File: config.mk
export PLATFORM = sky130hd
export DESIGN_NAME = utf8_decoder_cjk_classifier
export DESIGN_NICKNAME = d
export VERILOG_FILES = /design/src/hdl/utf8cjk_pkg.sv /design/src/hdl/utf8_decoder_cjk_classifier.sv
export SDC_FILE = /design/constraint.sdc
export NUM_CORES = 1
export LEC_CHECK = 0
export ABC_AREA = 1
export BUFFER_PORTS_ARGS = -buffer_cell sky130_fd_sc_hd__buf_4
export CORE_MARGIN = 4
export CORE_UTILIZATION = 50
export DETAILED_ROUTE_END_ITERATION = 8
export PLACE_DENSITY = 0.77
export SYNTH_ARGS = -nofsm -noshare
export SYNTH_HDL_FRONTEND = slang
export SYNTH_SLANG_ARGS = --single-unit
File: constraint.sdc
create_clock -name clk -period 3.7 [get_ports clk]
set_input_delay 0.555 -clock clk [delete_from_list [all_inputs] [get_ports clk]]
set_output_delay 0.555 -clock clk [all_outputs]
set_load 0.05 [all_outputs]
File: src/hdl/utf8cjk_pkg.sv
// Shared status codes and the CJK range check for the UTF-8 decoder.
package utf8cjk_pkg;

  typedef logic [30:0] code_point_t;
  typedef logic [1:0]  status_t;
  typedef logic [2:0]  count_t;

  localparam status_t STAT_OK  = 2'd0;
  localparam status_t STAT_BAD = 2'd1;
  localparam status_t STAT_END = 2'd2;

  // True when the character lies in one of the fixed CJK or fullwidth ranges.
  function automatic logic cjk_check(input code_point_t cp);
    logic hit;
    begin
      hit = 1'b0;
      if (cp >= 31'h2e80  && cp <= 31'h33ff)  hit = 1'b1;
      if (cp >= 31'hff00  && cp <= 31'hffef)  hit = 1'b1;
      if (cp >= 31'h4e00  && cp <= 31'h9fbb)  hit = 1'b1;
      if (cp >= 31'hf900  && cp <= 31'hfad9)  hit = 1'b1;
      if (cp >= 31'h20000 && cp <= 31'h2a6d6) hit = 1'b1;
      if (cp >= 31'h2f800 && cp <= 31'h2fa1d) hit = 1'b1;
      return hit;
    end
  endfunction

endpackage

File: src/hdl/utf8_decoder_cjk_classifier.sv
// Legacy six-byte UTF-8 decoder with CJK classification.
//
//  channel | direction | ports
//  --------+-----------+------------------------------------------------------
//  in      | request   | in_valid, in_ready, in_byte
//  out     | result    | out_valid, out_ready, out_code_point, out_status,
//          |           | out_is_cjk, out_bytes_used
//
// One byte is accepted per cycle unless a stalled result holds it back. A byte
// is held in the input register and its result, if any, is then registered in
// the result register. Bytes that give no result never wait on the result
// side. A stalled result holds the input register only when the byte waiting
// there also gives a result. Reset clears the decode state and all valid
// flags.
module utf8_decoder_cjk_classifier (
  input  logic                     clk,
  input  logic                     rst_n,
  input  logic                     in_valid,
  output logic                     in_ready,
  input  logic [7:0]               in_byte,
  output logic                     out_valid,
  input  logic                     out_ready,
  output utf8cjk_pkg::code_point_t out_code_point,
  output utf8cjk_pkg::status_t     out_status,
  output logic                     out_is_cjk,
  output utf8cjk_pkg::count_t      out_bytes_used
);
  import utf8cjk_pkg::*;

  // Input register.
  logic        byte_vld_r;
  logic [7:0]  byte_r;

  // Decode state.
  code_point_t partial_r, partial_nxt;
  count_t      remain_r, remain_nxt;
  count_t      seen_r, seen_nxt;

  // Result register.
  logic        out_vld_r;
  code_point_t cp_r;
  status_t     stat_r;
  logic        cjk_r;
  count_t      used_r;

  logic        res_hit;
  code_point_t res_cp;
  status_t     res_stat;
  count_t      res_used;
  count_t      seen_inc;
  logic        out_free;
  logic        advance;

  assign seen_inc = seen_r + 3'd1;

  always_comb begin
    res_hit     = 1'b0;
    res_cp      = '0;
    res_stat    = STAT_OK;
    res_used    = 3'd1;
    partial_nxt = partial_r;
    remain_nxt  = remain_r;
    seen_nxt    = seen_r;
    if (byte_r == 8'h00) begin
      res_hit     = 1'b1;
      res_stat    = STAT_END;
      res_used    = seen_inc;
      partial_nxt = '0;
      remain_nxt  = '0;
      seen_nxt    = '0;
    end else if (remain_r == 3'd0) begin
      partial_nxt = '0;
      seen_nxt    = 3'd1;
      if (byte_r[7] == 1'b0) begin
        res_hit  = 1'b1;
        res_cp   = {23'd0, byte_r};
        seen_nxt = '0;
      end else if (byte_r[7:1] == 7'b1111110) begin
        partial_nxt = {30'd0, byte_r[0]};
        remain_nxt  = 3'd5;
      end else if (byte_r[7:2] == 6'b111110) begin
        partial_nxt = {29'd0, byte_r[1:0]};
        remain_nxt  = 3'd4;
      end else if (byte_r[7:3] == 5'b11110) begin
        partial_nxt = {28'd0, byte_r[2:0]};
        remain_nxt  = 3'd3;
      end else if (byte_r[7:4] == 4'b1110) begin
        partial_nxt = {27'd0, byte_r[3:0]};
        remain_nxt  = 3'd2;
      end else if (byte_r[7:5] == 3'b110) begin
        partial_nxt = {26'd0, byte_r[4:0]};
        remain_nxt  = 3'd1;
      end else begin
        // Stray continuation byte or one of the two never-valid leads.
        res_hit  = 1'b1;
        res_stat = STAT_BAD;
        seen_nxt = '0;
      end
    end else if (byte_r[7:6] != 2'b10) begin
      res_hit     = 1'b1;
      res_stat    = STAT_BAD;
      res_used    = seen_inc;
      partial_nxt = '0;
      remain_nxt  = '0;
      seen_nxt    = '0;
    end else begin
      partial_nxt = {partial_r[24:0], byte_r[5:0]};
      remain_nxt  = remain_r - 3'd1;
      seen_nxt    = seen_inc;
      if (remain_r == 3'd1) begin
        res_hit     = 1'b1;
        res_cp      = {partial_r[24:0], byte_r[5:0]};
        res_used    = seen_inc;
        partial_nxt = '0;
        seen_nxt    = '0;
      end
    end
  end

  assign out_free = !out_vld_r || out_ready;
  assign advance  = byte_vld_r && (!res_hit || out_free);
  assign in_ready = !byte_vld_r || advance;

  always_ff @(posedge clk) begin
    if (!rst_n) begin
      byte_vld_r <= 1'b0;
      out_vld_r  <= 1'b0;
      partial_r  <= '0;
      remain_r   <= '0;
      seen_r     <= '0;
    end else begin
      if (in_ready) begin
        byte_vld_r <= in_valid;
      end
      if (advance) begin
        partial_r <= partial_nxt;
        remain_r  <= remain_nxt;
        seen_r    <= seen_nxt;
      end
      if (out_free) begin
        out_vld_r <= advance && res_hit;
      end
    end
  end

  always_ff @(posedge clk) begin
    if (in_ready && in_valid) begin
      byte_r <= in_byte;
    end
    if (out_free && advance && res_hit) begin
      cp_r   <= res_cp;
      stat_r <= res_stat;
      cjk_r  <= (res_stat == STAT_OK) && cjk_check(res_cp);
      used_r <= res_used;
    end
  end

  assign out_valid      = out_vld_r;
  assign out_code_point = cp_r;
  assign out_status     = stat_r;
  assign out_is_cjk     = cjk_r;
  assign out_bytes_used = used_r;

endmodule

Yosys cells after proc, flatten, opt, wreduce, memory -nomap -nowiden
Index checks and enable logic that the tools add are counted.

Output and inout port bits: 39. Flip-flop bits (word level): 78. Input bits: 12. Logic and storage cells: 119.

$lt $le $gt $ge: 12. Add/subtract/negate cells: 2. Reduce and logical (&&, ||, !) cells: 22. Eq/ne operators: 9. Multiplexer cells: 64.

Operators with widths (number): two-way mux 31 bit (4); two-way mux 25 bit (4); less-or-equal comparator 31 x 16 -> 1 bit (second input constant) (3); >= comparator 31 x 16 -> 1 bit (second input constant) (2); >= comparator 31 x 18 -> 1 bit (second input constant) (2); less-or-equal comparator 31 x 18 -> 1 bit (second input constant) (2); two-way mux 3 bit (17); >= comparator 31 x 14 -> 1 bit (second input constant) (1); >= comparator 31 x 15 -> 1 bit (second input constant) (1); less-or-equal comparator 31 x 14 -> 1 bit (second input constant) (1); two-way mux 1 bit (30); two-way mux 5 bit (6); logical AND 1 bit (12); logical NOT 8 bit (1); equality test 7 bit (second input constant) (1); two-way mux 7 bit (1); inequality test 7 x 2 -> 1 bit (second input constant) (1); equality test 6 bit (second input constant) (1); equality test 5 bit (second input constant) (1); equality test 4 bit (second input constant) (1); two-way mux 2 bit (2); adder 3 x 1 -> 3 bit (second input constant) (1); equality test 3 x 1 -> 1 bit (second input constant) (1); equality test 3 bit (second input constant) (1); 8 further kinds (12).

Longest topological paths before layout
Gate-level depths: netlist of the first run.

Word-level depth: 16. Mapped depth: 18. Depth with buffers taken out: 17.

Worst setup path after synthesis of the first run
Ideal clock, no wire load.

Path type: register -> register. Start point: register remain_r[0]. End point: register used_r[0], in the netlist out_bytes_used[0], enable pin. Data required time: 3255 ps. Arrival time: 3295 ps. Buffers on the path: 2. Cell stages (with the launch flop): 13. Setup slack: -40 ps. Setup time: 445 ps. Period minus slack after synthesis: 3740 ps. Cells stage by stage: dfxtp_1 -> inv_1 -> ha_1 -> inv_2 -> nor2_1 -> buf_2 -> a21oi_2 -> inv_2 -> nand2_2 -> nand2_1 -> nand2_2 -> buf_6 -> a21oi_1.

Cells in the longest elaborated chain, start to end: 10. Elaborated cells between the ends (all ways): 11. Classes of those cells: eq/ne: 1; mux: 4; reduce/logical: 6.

RTL lines: start, declared (line utf8_decoder_cjk_classifier.sv:36) `count_t remain_r, remain_nxt;`; start signal, assigned (line utf8_decoder_cjk_classifier.sv:137) `remain_r <= remain_nxt;`; equality test 3 x 1 -> 1 bit (line utf8_decoder_cjk_classifier.sv:110) `if (remain_r == 3'd1) begin`; two-way mux 1 bit (line utf8_decoder_cjk_classifier.sv:110); two-way mux 1 bit (line utf8_decoder_cjk_classifier.sv:99) `end else if (byte_r[7:6] != 2'b10) begin`; two-way mux 1 bit (*) (line utf8_decoder_cjk_classifier.sv:71) `end else if (remain_r == 3'd0) begin`; two-way mux 1 bit (*) (line utf8_decoder_cjk_classifier.sv:64) `if (byte_r == 8'h00) begin`; logical NOT 1 bit (line utf8_decoder_cjk_classifier.sv:121) `assign advance = byte_vld_r && (!res_hit || out_free);`; logical OR 1 bit (line utf8_decoder_cjk_classifier.sv:121); logical AND 1 bit (line utf8_decoder_cjk_classifier.sv:121); logical AND 1 bit (line utf8_decoder_cjk_classifier.sv:150) `if (out_free && advance && res_hit) begin`; logical AND 1 bit (*) (line utf8_decoder_cjk_classifier.sv:150); end signal, assigned (line utf8_decoder_cjk_classifier.sv:154) `used_r <= res_used;`; end, declared (line utf8_decoder_cjk_classifier.sv:44) `count_t used_r;`.

Every way passes the cells marked *; elsewhere a longest branch is shown, timed or not. A chain may end at the register's enable or synchronous reset.

Worst setup path in the final report of the first run
Start point: register remain_r[0]. End point: register cp_r[20], in the netlist out_code_point[20], enable pin.

Cells in the longest elaborated chain, start to end: 10. Elaborated cells between the ends (all ways): 11. Classes of those cells: eq/ne: 1; mux: 4; reduce/logical: 6.

RTL lines: equality test 3 x 1 -> 1 bit (line utf8_decoder_cjk_classifier.sv:110); two-way mux 1 bit (line utf8_decoder_cjk_classifier.sv:110); two-way mux 1 bit (line utf8_decoder_cjk_classifier.sv:99); two-way mux 1 bit (*) (line utf8_decoder_cjk_classifier.sv:71); two-way mux 1 bit (*) (line utf8_decoder_cjk_classifier.sv:64); logical NOT 1 bit (line utf8_decoder_cjk_classifier.sv:121); logical OR 1 bit (line utf8_decoder_cjk_classifier.sv:121); logical AND 1 bit (line utf8_decoder_cjk_classifier.sv:121); logical AND 1 bit (line utf8_decoder_cjk_classifier.sv:150); logical AND 1 bit (*) (line utf8_decoder_cjk_classifier.sv:150); end signal, assigned (line utf8_decoder_cjk_classifier.sv:151) `cp_r <= res_cp;`; end, declared (line utf8_decoder_cjk_classifier.sv:41) `code_point_t cp_r;`.

Marked as above.

==> results of run 1 <==
==> flip-flops by register name, summed over array words and instances (netlist names) <==
name and count:
byte_r 8, remain_r 3, out_bytes_used 3, out_valid 1
byte_vld_r 1, out_code_point 31, out_is_cjk 1, seen_r 3
out_status 2, partial_r 25
==> power by group through the flow <==
stage / combinational [uW] / sequential [uW] / clock, uW
6_report: 370 / 1010 / 626
5_1_grt: 403 / 1010 / 673
2_1_floorplan: 198 / 1130 / 0
4_1_cts: 372 / 1010 / 633
3_5_place_dp: 371 / 1020 / 0
3_3_place_gp: 371 / 1020 / 0
==> stage by stage <==
stage	hold slack (ns)	worst slack [ns]	util, %	instance area, um^2
floorplan	0.445	0.805	-	4430
global placement	0.461	1.15	56.3	4880
detailed placement	0.475	1.02	56.3	4880
CTS	0.374	0.989	58.4	5070
global route	0.373	0.742	58.4	5070
finish	0.382	1.01	58.4	5070
==> critical path: stages (launching register included) <==
cell and delay [ns]:
dfxtp_1 0.40, inv_1 0.08, ha_1 0.23, inv_2 0.06
nor2_1 0.06, inv_1 0.19, nor2_1 0.10, nand2_2 0.12
nand2_2 0.07, nand2_1 0.08, nand2_2 0.08, a21oi_4 0.49
buf_4 0.39
==> kinds of logic after synthesis <==
group	synth area share [%]
fa+ha+maj	1.13
simple gates	30.3
xor+xnor	0.198
flops	45.5
compound gates	14.0
buf+inv	8.91
==> worst paths after layout <==
path / start / endpoint / slack (ns) / depth (start not counted)
min reg2reg: seen_r[1] / seen_r[1] / 0.49 / 2
max: remain_r[0] / out_code_point[20] / 1.01 / 12
min: in_byte[1] / byte_r[1] / 0.38 / 1
max reg2reg: remain_r[0] / out_code_point[20] / 1.01 / 12
==> routing by layer <==
layer / up-vias / GRT usage, %
met4: 0 / 5.95
met3: 20 / 3.82
li1: 1874 / -
met1: 1816 / 29.1
met5: - / 0
met2: 120 / 35.4
==> Yosys cell counts (7+ instances only) <==
| cell type | count | share of area [%] |
|---|---|---|
| nand2_2 | 7 | 0.99 |
| nor2_1 | 69 | 5.9 |
| o21ai_0 | 31 | 3.5 |
| a211oi_2 | 8 | 2.3 |
| nand2_1 | 77 | 6.5 |
| nand3_1 | 39 | 4.4 |
| inv_1 | 67 | 5.7 |
| inv_2 | 9 | 0.76 |
| edfxtp_1 | 45 | 31 |
| dfxtp_1 | 33 | 15 |
| nand4_1 | 7 | 0.99 |
| nor3_1 | 20 | 2.3 |
| a21oi_1 | 36 | 4.1 |
==> layout make-up <==
type                            count  area (um^2)
Timing Repair Buffer               56          420
Inverter                           76          285
Sequential cell                    78         2010
Clock buffer                       11          153
Clock inverter                      5         36.3
Fill cell                         824         3610
Multi-Input combinational cell    358         2030
Tap cell                          108          135
==> results.cfg, run 1 <==
[yosys]
synthesis.area_per_instance_um2 = 8.40
synth_area_mm2 = 0.00443
synth_cells = 527
synth_ff_type = edfxtp_1
ys_seq_elements = 78
post_synth_num_cell_types = 42
count_of_flip_flops_with_a_built_in_enable_after_synthesis = 45
yosysSeqAreaShare_pct = 45.5
postSynth.asyncResetShare_pct = 0
synth_warnings = 0
synth.net_count = 543

[pwr]
leakagePower_uw = 0.00216
power.net_switching_uw = 638
total_power_uw = 2000
vdd_drop_max_uv = 229
netSwitchingFraction_pct = 31.9
pwr-share-seq_pct = 50.2
internal_power_uw = 1360
clkPwrFrac_pct = 31.3
power-per-cell-area_mw_per_mm2 = 395
share_comb_of_total_power_pct = 18.5

[floorplanning]
core-area_mm2 = 0.00868
dieArea_mm2 = 0.0104
die_w_um = 102
initial_core_util_pct = 51.0
io-pin-count = 51
die_h_um = 102
placement_rows = 34

[flow_run]
max-cap-violations = 0

[global_route]
grt_max_degree = 49
groute.usage.overall_pct = 21.4
global_route.overflow_total = 0
antenna_violations_before_repair = 0
global_route_wire_length_before_repair_um = 17400
first_global_vias = 3546

[drt]
vias = 3830
top_signal_layer_used = met4
met3_wirelength_um = 621
drc = 0
met1_length_um = 4850
initialDrtViolationCount = 215
avgRoutedWirePerCell_um = 15.6
detail_route.vias_per_cell = 5.53
postRouteAntennaNets = 0
sum_of_met2_wire_segment_lengths_after_detailed_routing_um = 5160
drt_wl_total_um = 10800
drtPass1Iterations = 5

[final_layout]
areaGrowthSynthToFinish_pct = 14.6
layout.cells.most_common_list = nand2_1, nor2_1, inv_1
finish.net_count = 595
final_cell_count_no_fill = 692
antennaDiodeCount = 0
drive_gt1_share_pct = 21.9
layout_commonest_cell = nand2_1

[placement]
dpl.hpwl_um = 8070
dp_cells = 676
place.gp.congestion = 0.980
total_of_buffers_placed_on_input_and_output_ports = 50

[clock_network]
post_cts_resized = 0
clockRootBuffer = clkbuf_8
postCtsSetupRepairBufs = 0
cts_max_path_buffers = 2
htree_num_levels = 3
cts_num_sinks = 78
holdBufCountCts = 0
clk_pin_slew_worst_paths_ns = 0.09
cts_buffers = 9
clkLatencyLatePin_ns = 0.35
cts_tree = done

[timing]
worst_slew_margin_rel_pct = 45.6
report.final.slew_viol_count = 0
rsz0062_at_grt = no
fmaxAchievable_ghz = 0.371
final.period_utilization_pct = 72.8
max_slew.worst_pin.slew_ns = 0.816
final_report_setup_violation_count = 0
hold_viol_final = 0
finalCriticalPeriod_ns = 2.69
setup_tns_ns = 0
skew_ns = 0.0132

[outcome]
run_status = finished clean

[worst_setup_path]
end_kind = register
crit_path_max_fanout = 22
required_time_of_the_critical_path_ns = 3.73
critPathArrivalTime_ns = 2.73
criticalPathCategory = reg -> reg
start_kind = register

[worst_hold_path]
worstHoldPathType = in -> reg
No activity file was read; power rests on OpenSTA's default activity.
==> inputs of run 2 (changes only) <==
--- a/config.mk
+++ b/config.mk
@@ -5,7 +5,7 @@
 export SDC_FILE = /design/constraint.sdc
 export NUM_CORES = 1
 export LEC_CHECK = 0
-export ABC_AREA = 1
+export ABC_AREA = 0
 export BUFFER_PORTS_ARGS = -buffer_cell sky130_fd_sc_hd__buf_4
 export CORE_MARGIN = 4
 export CORE_UTILIZATION = 50
==> constraint.sdc (replaced) <==
create_clock -name clk -period 2.4 [get_ports clk]
set_input_delay 0.36 -clock clk [delete_from_list [all_inputs] [get_ports clk]]
set_output_delay 0.36 -clock clk [all_outputs]
set_load 0.05 [all_outputs]
==> run 2 against run 1 <==
Via count is 10% lower. Largest power group unchanged. Final cell count down 15%. Clock power is 52% higher. Clock skew down 0.0039 ns. Critical path type unchanged.
==> results.cfg, run 2 <==
[outcome]
run_status = finished clean

[placement]
place.gp.congestion = 0.938
dpl.hpwl_um = 7100
place_area_mm2 = 0.00472
total_of_buffers_placed_on_input_and_output_ports = 50
pre_cts_ws_ns = -0.0226

[floorplanning]
dieArea_mm2 = 0.00950
initial_core_util_pct = 51.5
die_w_um = 97.5
io-pin-count = 51
core-area_mm2 = 0.00777
die_h_um = 97.5
placement_rows = 32

[yosys]
biggest_area_consumer_among_synthesized_cells = edfxtp_1
synth.top_cell.area_share_pct = 33.8
ys_seq_elements = 78
netlist_top_cells_area = edfxtp_1, dfxtp_1, and2_1, a21boi_1, nand2_1
synth_cells = 401
synth.net_count = 417
post_synth_num_cell_types = 63
synth_ff_type = edfxtp_1
synth_warnings = 0
synth.most_common_cell = edfxtp_1
postSynth.asyncResetShare_pct = 0
yosys-top-cells-count = edfxtp_1, dfxtp_1, nand2_1
yosysSeqAreaShare_pct = 50.2
synth_area_mm2 = 0.00400
synthesis.area_per_instance_um2 = 9.98
count_of_flip_flops_with_a_built_in_enable_after_synthesis = 45

[worst_setup_path]
crit_path_max_fanout = 9
worstSetupPathDepth = 7
start_kind = register
criticalPathCategory = reg -> reg
crit_path_max_incr_delay_ns = 0.53
cp_cell_instances = buf_4 > nor4bb_1 > o2111ai_2 > a21oi_1 > or4_1 > a21boi_1 > or4_1
count_of_buffer_and_inverter_cells_on_the_critical_path = 1
critical_path.most_common_cell = or4_1
required_time_of_the_critical_path_ns = 2.49
critPathArrivalTime_ns = 2.47
worst-r2r-cell-count = 7
library_cell_contributing_the_largest_single_delay_on_the_critical_path = or4_1
end_kind = register
family_with_the_most_delay_on_the_worst_path = simple AND/OR/NAND/NOR gates

[timing]
setup_tns_ns = 0
finalCriticalPeriod_ns = 2.39
final.period_utilization_pct = 99.4
skew_ns = 0.00934
fmaxAchievable_ghz = 0.419
max_slew.worst_pin.slew_ns = 0.513
report.final.slew_viol_count = 0
fin_ws_ns = 0.0150
final_report_setup_violation_count = 0
worst_slew_margin_rel_pct = 65.3
hold_viol_final = 0

[clock_network]
clk_pin_slew_worst_paths_ns = 0.09
cts_num_sinks = 78
holdBufCountCts = 0
cts_buffers = 9
htree_num_levels = 3
cts_tree = done
cts_max_path_buffers = 2
clkLatencyLatePin_ns = 0.36
clockRootBuffer = clkbuf_8

[global_route]
grtUsageMet1_pct = 28.3
groute.usage.overall_pct = 21.6
met2_usage_pct = 35.6
grt_max_degree = 35
first_global_vias = 3322
antenna_violations_before_repair = 0
global_route.overflow_total = 0
grt_use_met3_pct = 4.67
global_route_wire_length_before_repair_um = 16700
grt.busiest_layer = met2

[flow_run]
max-cap-violations = 0

[final_layout]
areaGrowthSynthToFinish_pct = 27.0
antennaDiodeCount = 0
finish.net_count = 500
layout_commonest_cell = buf_4
drive_gt1_share_pct = 29.9
final_util_pct = 65.5
largest_register_ff_count = 31
layout.cells.most_common_list = buf_4, edfxtp_1, nand2_1
final_area_mm2 = 0.00508
fillerInstances = 669

[worst_hold_path]
hold-path-cell-count = 1
worstHoldPathType = in -> reg

[drt]
vias = 3431
drt_wl_total_um = 10300
drc = 0
drtPass1Iterations = 5
postRouteAntennaNets = 0
detail_route.vias_per_cell = 5.81
avgRoutedWirePerCell_um = 17.4
initialDrtViolationCount = 348

[pwr]
total_power_uw = 2840
vdd_drop_max_uv = 336
leakagePower_uw = 0.00198
power-per-cell-area_mw_per_mm2 = 558
## run 2: worst paths after layout
| check | slack (ns) | startpoint | end |
|---|---|---|---|
| max | 0.01 | remain_r[2] | out_is_cjk |
| min | 0.18 | in_byte[6] | byte_r[6] |
| min reg2reg | 0.47 | seen_r[1] | seen_r[1] |
| max reg2reg | 0.01 | remain_r[2] | out_is_cjk |
## run 2: layout make-up
| class | count | area [um^2] | share of cell area [%] |
|---|---|---|---|
| clock buffers | 9 | 124 | 2.44 |
| clock inverters | 7 | 65.1 | 1.28 |
| inverters | 10 | 37.5 | 0.738 |
| multi-input cells | 283 | 1900 | 37.4 |
| flip-flops and latches | 78 | 2020 | 39.6 |
| well taps | 102 | 128 | 2.51 |
| repair buffers | 102 | 815 | 16.0 |
## run 2: logic make-up after synthesis
family,share of synthesized area (%)
mux,0.500
flops,50.3
compound gates,15.4
fa+ha+maj,1.25
buf+inv,5.09
xor+xnor,0.219
simple gates,27.3
## run 2: through the flow
step / cells / hold slack [ns]
5_1_grt: 591 / 0.160
6_report: 591 / 0.179
3_3_place_gp: 567 / 0.443
2_1_floorplan: 401 / 0.434
3_5_place_dp: 567 / 0.459
4_1_cts: 585 / 0.168
## run 2: where the power goes
group / switching, uW / total, uW / internal (uW)
Sequential: 21.0 / 1470 / 1450
Clock: 551 / 954 / 403
Combinational: 252 / 409 / 157
Total: 824 / 2840 / 2010
## run 2: timing repair
item | 4_1_cts | 5_1_grt
gates resized for setup | 11 | 15
pin swaps | 0 | 3
setup endpoints to repair | 2 | 2
cloned | 0 | 1
setup buffers | 2 | 5
## run 2: per-layer routing
metal / vias to the layer above / share of wire [%] / wire length, um
met2: 124 / 49 / 5060
met3: 25 / 5.8 / 596
li1: 1628 / - / -
met4: 0 / 1.9 / 198
met1: 1654 / 43 / 4460
met5: - / 0 / 0
==> inputs of run 3 (changes only) <==
--- a/config.mk
+++ b/config.mk
@@ -5,12 +5,11 @@
 export SDC_FILE = /design/constraint.sdc
 export NUM_CORES = 1
 export LEC_CHECK = 0
-export ABC_AREA = 0
+export ABC_AREA = 1
 export BUFFER_PORTS_ARGS = -buffer_cell sky130_fd_sc_hd__buf_4
 export CORE_MARGIN = 4
-export CORE_UTILIZATION = 50
+export CORE_UTILIZATION = 38
 export DETAILED_ROUTE_END_ITERATION = 8
-export PLACE_DENSITY = 0.77
 export SYNTH_ARGS = -nofsm -noshare
 export SYNTH_HDL_FRONTEND = slang
 export SYNTH_SLANG_ARGS = --single-unit
==> run 3 against run 2 <==
Combinational power grew 78%. Clock power increased by 59%. Critical endpoint unchanged. Sequential power up 5%. First-iteration DRC count decreased by 30%. Global-route usage down 2.8 points. Largest power group unchanged. Design area up 15%. Worst hold slack improved by 0.014 ns.
==> results.cfg, run 3 (same netlist as run 1, synthesis figures left out) <==
[drt]
drt_wl_total_um = 12300
drtPass1Iterations = 6
initialDrtViolationCount = 245
avgRoutedWirePerCell_um = 15.9
postRouteAntennaNets = 0
detail_route.vias_per_cell = 5.14
drc = 0
vias = 3986

[global_route]
groute.usage.overall_pct = 18.9
antenna_violations_before_repair = 0
global_route_wire_length_before_repair_um = 19500
global_route.overflow_total = 0
grt_max_degree = 41
first_global_vias = 3838

[flow_run]
max-cap-violations = 0

[floorplanning]
io-pin-count = 51
die_h_um = 116
core-area_mm2 = 0.0114
placement_rows = 39
die_w_um = 116
dieArea_mm2 = 0.0134
initial_core_util_pct = 38.8

[worst_setup_path]
end_kind = register
criticalPathCategory = reg -> reg
required_time_of_the_critical_path_ns = 2.48
start_kind = register
crit_path_max_fanout = 10
critPathArrivalTime_ns = 2.41
reg2reg_slack_ns = 0.07

[pwr]
power-per-cell-area_mw_per_mm2 = 650
total_power_uw = 3790
internal_power_uw = 2710
clkPwrFrac_pct = 40.0
power.net_switching_uw = 1090
leakagePower_uw = 0.00251
vdd_drop_max_uv = 306
share_comb_of_total_power_pct = 19.2
pwr-share-seq_pct = 40.9
netSwitchingFraction_pct = 28.6

[final_layout]
fillerInstances = 1125
layout.area.seq_mm2 = 0.00202
final_cell_count_no_fill = 776
multi_input_comb_area_mm2 = 0.00214
finish.net_count = 644
areaGrowthSynthToFinish_pct = 31.9
layout_commonest_cell = buf_4
antennaDiodeCount = 0
layout.cells.most_common_list = buf_4, nand2_1, inv_1
drive_gt1_share_pct = 32.1
largest_register_ff_count = 31

[timing]
report.final.slew_viol_count = 0
worst_slew_margin_rel_pct = 68.0
max_slew.worst_pin.slew_ns = 0.479
final_report_setup_violation_count = 0
final.period_utilization_pct = 97.1
timing.hold.ws_ns = 0.193
rsz0062_at_grt = yes
fmaxAchievable_ghz = 0.429
hold_viol_final = 0
skew_ns = 0.00744
finalCriticalPeriod_ns = 2.33

[placement]
place.gp.congestion = 0.917
dp_cells = 744
total_of_buffers_placed_on_input_and_output_ports = 50
dpl.hpwl_um = 9010

[clock_network]
cts_num_sinks = 78
clk_pin_slew_worst_paths_ns = 0.06
cts_tree = done
clkLatencyLatePin_ns = 0.34
cts_max_path_buffers = 2
holdBufCountCts = 0
htree_num_levels = 3
clockRootBuffer = clkbuf_16
cts_buffers = 9

[outcome]
run_status = finished clean

[worst_hold_path]
worstHoldPathType = in -> reg
-- run 3: routing by layer --
metal  wire, um  vias to the layer above  track usage [%]
met4        251                        0             5.57
met5          0                        -                0
met3        703                       24             4.18
li1           -                     1977                -
met1       5420                     1863             24.9
met2       5950                      122             31.1
-- run 3: power groups by stage --
stage	sequential, uW	combinational [uW]	clock, uW
4_1_cts	1550	661	1530
6_report	1550	727	1520
3_3_place_gp	1570	649	0
5_1_grt	1560	785	1610
2_1_floorplan	1750	317	0
3_5_place_dp	1580	653	0
-- run 3: worst max-delay path: stages, from the launching register on --
cell,delay [ns]
dfxtp_4,0.36
inv_2,0.08
ha_4,0.16
inv_4,0.05
nor2_4,0.14
buf_4,0.14
nand2_1,0.08
nand2_4,0.12
nand3_1,0.17
nor2_2,0.18
nor2_1,0.05
nor2_1,0.16
nand2_1,0.07
nand2_1,0.06
a21boi_1,0.06
nor2_1,0.10
nand3_1,0.08
-- run 3: final timing paths --
kind	startpoint	to	cells past startpoint
hold reg to reg	seen_r[1]	seen_r[1]	2
hold / removal	in_byte[6]	byte_r[6]	1
setup reg to reg	remain_r[0]	out_is_cjk	16
setup / recovery	remain_r[0]	out_is_cjk	16
-- run 3: timing repair --
| action | in CTS | in global routing |
|---|---|---|
| cloned | 0 | 1 |
| buffers inserted | 1 | 14 |
| resized for setup | 3 | 36 |
| setup endpoints to repair | 1 | 24 |
| pin swaps | 1 | 9 |
-- run 3: final cells by class --
class / instances / area share, %
Multi-Input combinational cell: 358 / 36.6
Sequential cell: 78 / 34.6
Timing Repair Buffer: 105 / 15.2
Inverter: 76 / 4.93
Clock buffer: 10 / 4.10
Tap cell: 143 / 3.07
Clock inverter: 6 / 1.54
-- run 3: through the flow --
| step | cell area, um^2 | setup TNS [ns] | util [%] | worst slack [ns] |
|---|---|---|---|---|
| 2_1_floorplan | 4460 | -0.737 | - | -0.0199 |
| 3_3_place_gp | 5230 | 0 | 45.8 | 0.00317 |
| 3_5_place_dp | 5230 | 0 | 45.8 | 0.00938 |
| 4_1_cts | 5570 | 0 | 48.8 | 0.00220 |
| 5_1_grt | 5840 | -0.0928 | 51.1 | -0.0911 |
| 6_report | 5840 | 0 | 51.1 | 0.0703 |
